## config.mk

```make
export PLATFORM = sky130hd
export DESIGN_NAME = pid_heater_time_proportioned_pwm
export DESIGN_NICKNAME = d
export VERILOG_FILES = /design/src/design/pidh_pkg.sv /design/src/design/pidh_cfg.sv /design/src/design/pidh_pwm.sv /design/src/design/pidh_pid.sv /design/src/design/pid_heater_time_proportioned_pwm.sv
export SDC_FILE = /design/constraint.sdc
export NUM_CORES = 2
export LEC_CHECK = 0
export BUFFER_PORTS_ARGS = -buffer_cell sky130_fd_sc_hd__buf_4
export CAP_MARGIN = 10
export CORE_MARGIN = 8
export CORE_UTILIZATION = 30
export DETAILED_ROUTE_END_ITERATION = 12
export PLACE_DENSITY = 0.47
export SETUP_SLACK_MARGIN = 0.3
export SLEW_MARGIN = 20
export SYNTH_ARGS = -nofsm -noshare
export SYNTH_HDL_FRONTEND = slang
export SYNTH_SLANG_ARGS = --single-unit
```

## constraint.sdc

```tcl
create_clock -name clk -period 19.3 [get_ports clk]
set_input_delay 1.93 -clock clk [delete_from_list [all_inputs] [get_ports clk]]
set_output_delay 1.93 -clock clk [all_outputs]
set_load 0.005 [all_outputs]
```

## src/design/pidh_pkg.sv

```systemverilog
`timescale 1ns / 1ps
`default_nettype none
// ----------------------------------------------------------------------------
// pidh_pkg
// Types and fixed constants shared by the heater PID / slow PWM controller.
// ----------------------------------------------------------------------------
package pidh_pkg;

	localparam int TEMP_W    = 16;
	localparam int ERR_W     = 17;
	localparam int DIFF_W    = 18;
	localparam int DUTY_W    = 10;
	localparam int WINDOW_W  = 11;
	localparam int UPDATE_W  = 17;
	localparam int GAIN_W    = 16;
	localparam int CFG_IDX_W = 3;
	localparam int CFG_DATA_W = 16;

	localparam int DUTY_RESET = 500;

	localparam logic [GAIN_W-1:0] GAIN_P_RESET        = 16'd1600;
	localparam logic [GAIN_W-1:0] GAIN_I_RESET        = 16'd16;
	localparam logic [GAIN_W-1:0] GAIN_D_RESET        = 16'd8000;
	localparam logic [TEMP_W-1:0] TARGET_TEMP_RESET   = 16'd0;
	localparam logic [15:0]       UPDATE_PERIOD_RESET = 16'd1000;

	typedef enum logic [1:0] {
		MODE_RUN   = 2'd0,
		MODE_PAUSE = 2'd1,
		MODE_STOP  = 2'd2,
		MODE_HOLD  = 2'd3
	} pidh_mode_t;

	typedef enum logic [CFG_IDX_W-1:0] {
		REG_GAIN_P        = 3'd0,
		REG_GAIN_I        = 3'd1,
		REG_GAIN_D        = 3'd2,
		REG_TARGET_TEMP   = 3'd3,
		REG_UPDATE_PERIOD = 3'd4
	} pidh_reg_t;

	typedef struct packed {
		logic [GAIN_W-1:0] gain_p;
		logic [GAIN_W-1:0] gain_i;
		logic [GAIN_W-1:0] gain_d;
		logic [TEMP_W-1:0] target_temp;
		logic [15:0]       update_period;
	} pidh_cfg_t;

endpackage : pidh_pkg
`default_nettype wire

```

## src/design/pidh_cfg.sv

```systemverilog
`timescale 1ns / 1ps
`default_nettype none
// ----------------------------------------------------------------------------
// pidh_cfg
// Configuration register file: gains, setpoint and update period.
// ----------------------------------------------------------------------------
module pidh_cfg
	import pidh_pkg::*;
(
	input  wire logic                  clk,
	input  wire logic                  arst_n,
	input  wire logic                  cfg_valid,
	output logic                       cfg_ready,
	input  wire logic [CFG_IDX_W-1:0]  cfg_index,
	input  wire logic [CFG_DATA_W-1:0] cfg_data,
	output pidh_cfg_t                  cfg
);

	pidh_cfg_t cfg_q;

	assign cfg_ready = 1'b1;
	assign cfg = cfg_q;

	always_ff @(posedge clk or negedge arst_n) begin
		if (!arst_n) begin
			cfg_q.gain_p        <= GAIN_P_RESET;
			cfg_q.gain_i        <= GAIN_I_RESET;
			cfg_q.gain_d        <= GAIN_D_RESET;
			cfg_q.target_temp   <= TARGET_TEMP_RESET;
			cfg_q.update_period <= UPDATE_PERIOD_RESET;
		end else if (cfg_valid && cfg_ready) begin
			unique case (cfg_index)
				REG_GAIN_P:        cfg_q.gain_p        <= cfg_data;
				REG_GAIN_I:        cfg_q.gain_i        <= cfg_data;
				REG_GAIN_D:        cfg_q.gain_d        <= cfg_data;
				REG_TARGET_TEMP:   cfg_q.target_temp   <= cfg_data;
				REG_UPDATE_PERIOD: cfg_q.update_period <= cfg_data;
				default: ;
			endcase
		end
	end

endmodule : pidh_cfg
`default_nettype wire

```

## src/design/pidh_pwm.sv

```systemverilog
`timescale 1ns / 1ps
`default_nettype none
// ----------------------------------------------------------------------------
// pidh_pwm
// Slow time-proportioned PWM: window age and heater level for one tick.
// ----------------------------------------------------------------------------
module pidh_pwm
	import pidh_pkg::*;
#(
	parameter int DUTY_PERIOD = 1000
) (
	input  wire logic [WINDOW_W-1:0] window_age,
	input  wire logic                heater,
	input  wire logic [DUTY_W-1:0]   duty,
	output logic [WINDOW_W-1:0]      window_age_next,
	output logic                     heater_next
);

	localparam logic [WINDOW_W-1:0] PERIOD_W = WINDOW_W'(DUTY_PERIOD);

	logic [WINDOW_W-1:0] age_inc;

	always_comb begin
		age_inc = (&window_age) ? window_age : window_age + 1'b1;
		window_age_next = age_inc;
		heater_next = heater;
		if (age_inc > PERIOD_W) begin
			// an idle window keeps its level and lets the age saturate
			if (duty != '0) begin
				heater_next = 1'b1;
				window_age_next = '0;
			end
		end else if (age_inc > {1'b0, duty}) begin
			heater_next = 1'b0;
		end
	end

endmodule : pidh_pwm
`default_nettype wire

```

## src/design/pidh_pid.sv

```systemverilog
`timescale 1ns / 1ps
`default_nettype none
// ----------------------------------------------------------------------------
// pidh_pid
// One PID step: error, saturating integral, difference, weighted sum and
// clamp of the negated result to the PWM period.
// ----------------------------------------------------------------------------
module pidh_pid
	import pidh_pkg::*;
#(
	parameter int DUTY_PERIOD = 1000,
	parameter int SUM_WIDTH   = 24
) (
	input  wire logic signed [TEMP_W-1:0]    temp,
	input  wire pidh_cfg_t                   cfg,
	input  wire logic signed [ERR_W-1:0]     prior_error,
	input  wire logic signed [SUM_WIDTH-1:0] error_sum,
	output logic signed [ERR_W-1:0]          error_next,
	output logic signed [SUM_WIDTH-1:0]      sum_next,
	output logic [DUTY_W-1:0]                duty_next
);

	// the integral term is held to +-2^34, beyond the reach of the other two
	// terms, so the sign and the clamped duty come out as with any wider limit
	localparam int SN_W  = 35;
	localparam int TI_W  = 36;
	localparam int ACC_W = 37;
	localparam int EXT_W = 49;
	localparam logic signed [EXT_W-1:0] S_LIM  = 49'sd17179869184;
	localparam logic signed [51:0]      P_LIM  = 52'sd17179869184;
	localparam logic signed [TI_W-1:0]  TI_LIM = 36'sd17179869184;
	localparam logic [ACC_W-9:0]        PERIOD_Q = (ACC_W - 8)'(DUTY_PERIOD);

	logic signed [ERR_W-1:0]     e;
	logic signed [SUM_WIDTH:0]   sum_wide;
	logic signed [DIFF_W-1:0]    d;
	logic signed [33:0]          tp;
	logic signed [34:0]          td;
	logic signed [EXT_W-1:0]     s_ext;
	logic                        s_pos;
	logic                        s_neg;
	logic signed [SN_W-1:0]      s_n;
	logic signed [51:0]          prod;
	logic signed [TI_W-1:0]      ti;
	logic signed [ACC_W-1:0]     acc;
	logic [ACC_W-1:0]            neg;
	logic [ACC_W-9:0]            q;

	always_comb begin
		e = $signed({temp[TEMP_W-1], temp})
			- $signed({cfg.target_temp[TEMP_W-1], cfg.target_temp});

		sum_wide = $signed({error_sum[SUM_WIDTH-1], error_sum})
			+ $signed({{(SUM_WIDTH + 1 - ERR_W){e[ERR_W-1]}}, e});
		if (sum_wide[SUM_WIDTH] != sum_wide[SUM_WIDTH-1]) begin
			sum_next = sum_wide[SUM_WIDTH] ? {1'b1, {(SUM_WIDTH-1){1'b0}}}
				: {1'b0, {(SUM_WIDTH-1){1'b1}}};
		end else begin
			sum_next = sum_wide[SUM_WIDTH-1:0];
		end

		d = $signed({e[ERR_W-1], e}) - $signed({prior_error[ERR_W-1], prior_error});

		tp = $signed({1'b0, cfg.gain_p}) * e;
		td = $signed({1'b0, cfg.gain_d}) * d;

		s_ext = $signed({{(EXT_W - SUM_WIDTH){sum_next[SUM_WIDTH-1]}}, sum_next});
		s_pos = (s_ext >= S_LIM);
		s_neg = (s_ext <= -S_LIM);
		s_n = s_ext[SN_W-1:0];
		prod = $signed({1'b0, cfg.gain_i}) * s_n;

		priority if (cfg.gain_i == '0) begin
			ti = '0;
		end else if (s_pos || prod > P_LIM) begin
			ti = TI_LIM;
		end else if (s_neg || prod < -P_LIM) begin
			ti = -TI_LIM;
		end else begin
			ti = prod[TI_W-1:0];
		end

		acc = tp + td + ti;
		neg = -acc;
		q = neg[ACC_W-1:8];

		if (!acc[ACC_W-1]) begin
			duty_next = '0;
		end else if (q > PERIOD_Q) begin
			duty_next = PERIOD_Q[DUTY_W-1:0];
		end else begin
			duty_next = q[DUTY_W-1:0];
		end

		error_next = e;
	end

endmodule : pidh_pid
`default_nettype wire

```

## src/design/pid_heater_time_proportioned_pwm.sv

```systemverilog
`timescale 1ns / 1ps
`default_nettype none
// ----------------------------------------------------------------------------
// pid_heater_time_proportioned_pwm
// Heater controller: PID regulator driving a slow time-proportioned PWM.
// ----------------------------------------------------------------------------
// Each request is one millisecond tick carrying the measured temperature and
// a mode. The block takes one request every clock cycle unless in_stall is
// high: a request lands in the input register, from which the PWM, update
// timer and PID arithmetic (three parallel multiplies, a sum and a clamp)
// settle in one pass into the controller state, which doubles as the result
// register, so the result is offered once the input register has advanced
// into it. A stalled result holds the input register, and input stall rises
// only while both are full and the result is stalled.
// Configuration registers are always ready and take effect on the next tick.
// No memories, no startup sweep: the block is ready as soon as reset ends.
// ----------------------------------------------------------------------------
module pid_heater_time_proportioned_pwm
	import pidh_pkg::*;
#(
	parameter int DUTY_PERIOD = 1000,
	parameter int SUM_WIDTH   = 24
) (
	input  wire logic                     clk,
	input  wire logic                     arst_n,
	input  wire logic                     in_valid,
	output logic                          in_stall,
	input  wire logic signed [TEMP_W-1:0] temp_now,
	input  wire logic [1:0]               run_mode,
	input  wire logic                     pause_regulates,
	output logic                          out_valid,
	input  wire logic                     out_stall,
	output logic                          heater_on,
	output logic                          motors_on,
	output logic [DUTY_W-1:0]             duty_now,
	input  wire logic                     cfg_valid,
	output logic                          cfg_ready,
	input  wire logic [CFG_IDX_W-1:0]     cfg_index,
	input  wire logic [CFG_DATA_W-1:0]    cfg_data
);

	localparam logic [DUTY_W-1:0] DUTY_INIT =
		(DUTY_RESET < DUTY_PERIOD) ? DUTY_W'(DUTY_RESET) : DUTY_W'(DUTY_PERIOD);

	pidh_cfg_t cfg;

	logic                     valid_s1;
	logic signed [TEMP_W-1:0] temp_s1;
	pidh_mode_t               mode_s1;
	logic                     regulate_s1;

	logic                        out_valid_q;
	logic [WINDOW_W-1:0]         window_age_q;
	logic [UPDATE_W-1:0]         update_age_q;
	logic                        heater_q;
	logic                        motor_q;
	logic signed [ERR_W-1:0]     prior_error_q;
	logic signed [SUM_WIDTH-1:0] error_sum_q;
	logic [DUTY_W-1:0]           duty_q;

	logic                        advance;
	logic [WINDOW_W-1:0]         window_age_n;
	logic                        heater_n;
	logic [UPDATE_W-1:0]         update_inc;
	logic [UPDATE_W-1:0]         update_age_n;
	logic                        motor_n;
	logic signed [ERR_W-1:0]     prior_error_n;
	logic signed [SUM_WIDTH-1:0] error_sum_n;
	logic [DUTY_W-1:0]           duty_n;
	logic signed [ERR_W-1:0]     pid_error;
	logic signed [SUM_WIDTH-1:0] pid_sum;
	logic [DUTY_W-1:0]           pid_duty;

	pidh_cfg u_cfg (
		.clk       (clk),
		.arst_n    (arst_n),
		.cfg_valid (cfg_valid),
		.cfg_ready (cfg_ready),
		.cfg_index (cfg_index),
		.cfg_data  (cfg_data),
		.cfg       (cfg)
	);

	pidh_pwm #(
		.DUTY_PERIOD (DUTY_PERIOD)
	) u_pwm (
		.window_age      (window_age_q),
		.heater          (heater_q),
		.duty            (duty_q),
		.window_age_next (window_age_n),
		.heater_next     (heater_n)
	);

	pidh_pid #(
		.DUTY_PERIOD (DUTY_PERIOD),
		.SUM_WIDTH   (SUM_WIDTH)
	) u_pid (
		.temp        (temp_s1),
		.cfg         (cfg),
		.prior_error (prior_error_q),
		.error_sum   (error_sum_q),
		.error_next  (pid_error),
		.sum_next    (pid_sum),
		.duty_next   (pid_duty)
	);

	// the state registers are the result: they change only when the
	// previous result has been taken or is taken now
	assign advance  = valid_s1 && (!out_valid_q || !out_stall);
	assign in_stall = valid_s1 && !advance;

	assign out_valid = out_valid_q;
	assign heater_on = heater_q;
	assign motors_on = motor_q;
	assign duty_now  = duty_q;

	always_comb begin
		update_inc    = (&update_age_q) ? update_age_q : update_age_q + 1'b1;
		update_age_n  = update_inc;
		motor_n       = motor_q;
		prior_error_n = prior_error_q;
		error_sum_n   = error_sum_q;
		duty_n        = duty_q;
		if (update_inc > {1'b0, cfg.update_period}) begin
			update_age_n = '0;
			unique case (mode_s1)
				MODE_RUN: begin
					motor_n       = 1'b1;
					prior_error_n = pid_error;
					error_sum_n   = pid_sum;
					duty_n        = pid_duty;
				end
				MODE_PAUSE: begin
					if (regulate_s1) begin
						prior_error_n = pid_error;
						error_sum_n   = pid_sum;
						duty_n        = pid_duty;
					end else begin
						prior_error_n = '0;
						error_sum_n   = '0;
						duty_n        = '0;
					end
				end
				MODE_STOP: begin
					motor_n       = 1'b0;
					prior_error_n = '0;
					error_sum_n   = '0;
					duty_n        = '0;
				end
				MODE_HOLD: ;
			endcase
		end
	end

	always_ff @(posedge clk or negedge arst_n) begin
		if (!arst_n) begin
			valid_s1 <= 1'b0;
		end else if (!in_stall) begin
			valid_s1 <= in_valid;
		end
	end

	always_ff @(posedge clk) begin
		if (in_valid && !in_stall) begin
			temp_s1     <= temp_now;
			mode_s1     <= pidh_mode_t'(run_mode);
			regulate_s1 <= pause_regulates;
		end
	end

	always_ff @(posedge clk or negedge arst_n) begin
		if (!arst_n) begin
			out_valid_q   <= 1'b0;
			window_age_q  <= '0;
			update_age_q  <= '0;
			heater_q      <= 1'b0;
			motor_q       <= 1'b0;
			prior_error_q <= '0;
			error_sum_q   <= '0;
			duty_q        <= DUTY_INIT;
		end else begin
			if (advance) begin
				out_valid_q   <= 1'b1;
				window_age_q  <= window_age_n;
				update_age_q  <= update_age_n;
				heater_q      <= heater_n;
				motor_q       <= motor_n;
				prior_error_q <= prior_error_n;
				error_sum_q   <= error_sum_n;
				duty_q        <= duty_n;
			end else if (!out_stall) begin
				out_valid_q <= 1'b0;
			end
		end
	end

endmodule : pid_heater_time_proportioned_pwm
`default_nettype wire
```

==> run_results.csv <==
group,metric,value,unit
sta,slew_viol_final,0,
status,status,"finished, violations left",
grt,groute.usage.overall,18.0,%
sta,fin_ws,-0.00648,ns
sta,worst_hold_slack,0.496,ns
grt,antenna_found_initial,8,
route,ant_nets,0,
sta,setup_viol,1,
run,drv_cap,0,
synthesis,yosysSeqAreaShare,9.76,%
clocking,cts_max_path_buffers,2,
sta,max_slew.worst_pin.slew,1.17,ns
critical_path,cp_slowest_cell,"or4b_4",
floorplan,rows,146,
critical_path,crit_top_cell,"fa_1",
sta,finalCriticalPeriod,19.31,ns
floorplan,start_util,30.2,%
sta,fin_crit_sh,100,%
synthesis,ys_ff_latch,182,
critical_path,critPathKind,"register to register",
min_path,hold_depth,2,
grt,grt_max_degree,64,
synthesis,yosys_most_used_dff,"dfrtp_1",
synthesis,postSynth.asyncResetShare,89.6,%
critical_path,r2r_slack,-0.006,ns
layout,postLayoutCellArea,0.0573,mm2
critical_path,cp_top_family,"adder cells",
critical_path,critPathLaunchType,"register",
floorplan,io_pins,58,
route,wirelength,153,mm
layout,final_cells,7723,
critical_path,crit_path_end_kind,"register",
critical_path,cp_max_fo,8,
route,vias,36600,
floorplan,die-height,416,um
critical_path,critPathArrivalTime,19.72,ns
min_path,worst_hold_path_type,"register to register",
synthesis,synth_warnings,0,
clocking,cts-buffers-inserted,17,
sta,max_freq,0.0518,GHz
clocking,clock_sink_count,182,
clocking,clkTransAtPathRegs,0.09,ns
synthesis,synth_edf_count,19,
min_path,min_from,"prior_error_q[16]$_DFFE_PN0P_",
layout,finish.net_count,7078,
sta,max-slew-margin-rel,21.9,%
grt,grt.overflow.total,0,
synthesis,syn_inst,5172,
sta,hold_viol,0,
synthesis,syn_nets,6613,
grt,grt_pass1_vias,39500,
sta,finClkSkew,0.0245,ns
layout,syn_to_final_growth,19.5,%
critical_path,reg2reg_depth,77,
floorplan,die-width,416,um
critical_path,startpoint,"temp_s1[0]$_DFFE_PP_",
route,drt_iter0_markers,1847,
floorplan,core_region_area,0.159,mm2
clocking,htreeDepth,4,
critical_path,cp.depth,77,
synthesis,netlist-cell-type-count,88,
place,gp_congestion,0.898,
clocking,root_buffer,"clkbuf_16",
clocking,clk_latency,0.54,ns
route,drc,0,
status,failed_checks,"negative setup slack",
layout,nFillCells,16200,
synthesis,syn_area,0.0479,mm2
layout,drive_above_1_share,18.3,%
floorplan,die_area,0.173,mm2
clocking,cts_tree,"done",
route,wire_per_inst,19.8,um
route,firstDrtPassIters,5,
critical_path,path_buf_inv,19,
place,dp_hpwl,127,mm
grt,grt_pass1_wl,241,mm
place,placedCellCount,7608,
place,io_buffers,56,
critical_path,max_stage_delay,0.58,ns
synthesis,avgSynthCellArea,9.27,um2
critical_path,critPathRequiredTime,19.71,ns
place,place_area,0.0545,mm2
route,post_drt_via_cell_ratio,4.73,
critical_path,r2r-start,"temp_s1[0]$_DFFE_PP_",
sta,rsz0062_at_grt,"true",
-- cells in the mapped netlist (44+ instances only) --
cell	count	area share (%)
a21o_1	44	0.69
a21oi_1	124	1.3
and2_1	428	5.6
clkbuf_1	184	1.4
dfrtp_1	141	7.4
fa_1	999	42
ha_1	399	10
inv_1	1135	8.9
mux2_2	70	1.6
nand2_1	643	5.0
nand3_1	46	0.48
nor2_1	97	0.76
nor2b_1	46	0.60
o21ai_0	131	1.4
xnor2_1	101	1.8
-- cell usage in the layout (no fill, tap or decap), types with 12 or more instances in the layout --
| cell | synthesis | layout |
|---|---|---|
| o21ai_0 | 131 | 107 |
| buf_6 | 2 | 21 |
| dfstp_2 | 22 | 22 |
| o211ai_1 | 17 | 17 |
| a22o_1 | 40 | 40 |
| and3_1 | 25 | 25 |
| a31oi_1 | 17 | 15 |
| nand2_1 | 643 | 637 |
| o21ai_2 | 1 | 15 |
| xnor2_1 | 101 | 88 |
| ha_1 | 399 | 368 |
| xor2_1 | 38 | 33 |
| fa_1 | 999 | 985 |
| mux2_2 | 70 | 70 |
| nor3_1 | 34 | 27 |
| fa_2 | 0 | 14 |
| buf_4 | 3 | 603 |
| a211oi_1 | 18 | 12 |
| a21oi_2 | 0 | 23 |
| nor2b_1 | 46 | 46 |
| ha_4 | 0 | 28 |
| inv_2 | 0 | 15 |
| o31ai_1 | 19 | 15 |
| and2_1 | 428 | 423 |
| buf_12 | 0 | 22 |
| a21o_1 | 44 | 42 |
| dfrtp_1 | 141 | 139 |
| nand4_1 | 30 | 30 |
| nor2_1 | 97 | 90 |
| clkbuf_16 | 0 | 19 |
| inv_1 | 1135 | 1120 |
| nand3_1 | 46 | 40 |
| nand2b_1 | 31 | 30 |
| a21oi_1 | 124 | 99 |
| o21ai_1 | 22 | 22 |
| edfxtp_1 | 19 | 19 |
| o21a_1 | 20 | 19 |
-- cell type report --
class                      instances  area, um2  area share (%)
clock inverter                    15        223           0.389
timing repair buffer             650       5280            9.21
tap                             2072       2590            4.53
multi-input combinational       3651      39800            69.5
inverter                        1135       4260            7.44
antenna                            1       2.50         0.00437
sequential                       182       4680            8.17
clock buffer                      17        425           0.743
-- worst paths after layout --
kind	to
max reg2reg	duty_now[3]$_DFFE_PN0P_
max	duty_now[3]$_DFFE_PN0P_
max in group asynchronous	u_cfg.cfg[34]$_DFFE_PN0P_
min in group asynchronous	u_cfg.cfg[35]$_DFFE_PN0P_
min reg2reg	prior_error_q[16]$_DFFE_PN0P_
min	prior_error_q[16]$_DFFE_PN0P_
-- cell families after synthesis --
group,share of synthesized area [%]
AOI/OAI and AO/OA,8.07
xor gates and xnor gates,2.54
muxes,1.73
other,0.00782
buffers and inverters,10.6
and+or+nand+nor,15.2
DFF,9.76
adders and majority gates,52.1
-- metrics by stage --
step | setup slack [ns] | utilization, % | setup TNS (ns)
floorplan | 0.303 | - | 0
global route | -0.724 | 36.1 | -6.67
finish | -0.00648 | 36.1 | -0.00648
CTS | -0.139 | 35.5 | -0.786
detailed placement | -1.20 | 34.4 | -11.54
global placement | -1.09 | 34.4 | -10.47
-- tightest hold or removal path, delay by kind of cell (launching register included) --
kind             cells  cell delay (ns)
AO/OA/AOI/OAI        1             0.06
flip-flops           1             0.35
AND/OR/NAND/NOR      1             0.05
-- what timing repair did --
item / 4_1_cts / 5_1_grt
cloned: 0 / 2
endpoints found under the setup margin: 10 / 10
hold buffers: 0 / 0
setup buffers: 50 / 30
gates resized for setup: 140 / 144
pin swaps: 102 / 146
-- layer usage --
layer	GRT usage [%]	vias to the layer above	part of all wire (%)	wire length (um)
li1	-	16800	-	-
met4	4.67	0	2.9	4500
met3	2.01	137	3.6	5470
met5	0	-	0	0
met2	29.9	665	47	71800
met1	24.9	18900	47	71200
-- sequential cells by signal, summed over array words and instances, names as in the netlist --
register,flops
u_cfg.cfg,80
valid_s1,1
heater_on,1
regulate_s1,1
mode_s1,2
window_age_q,11
out_valid,1
update_age_q,17
prior_error_q,17
error_sum_q,24
duty_now,10
motors_on,1
temp_s1,16
Power is not shown: default switching activity piles up to over one toggle a cycle in this logic, so the estimate is an artifact.
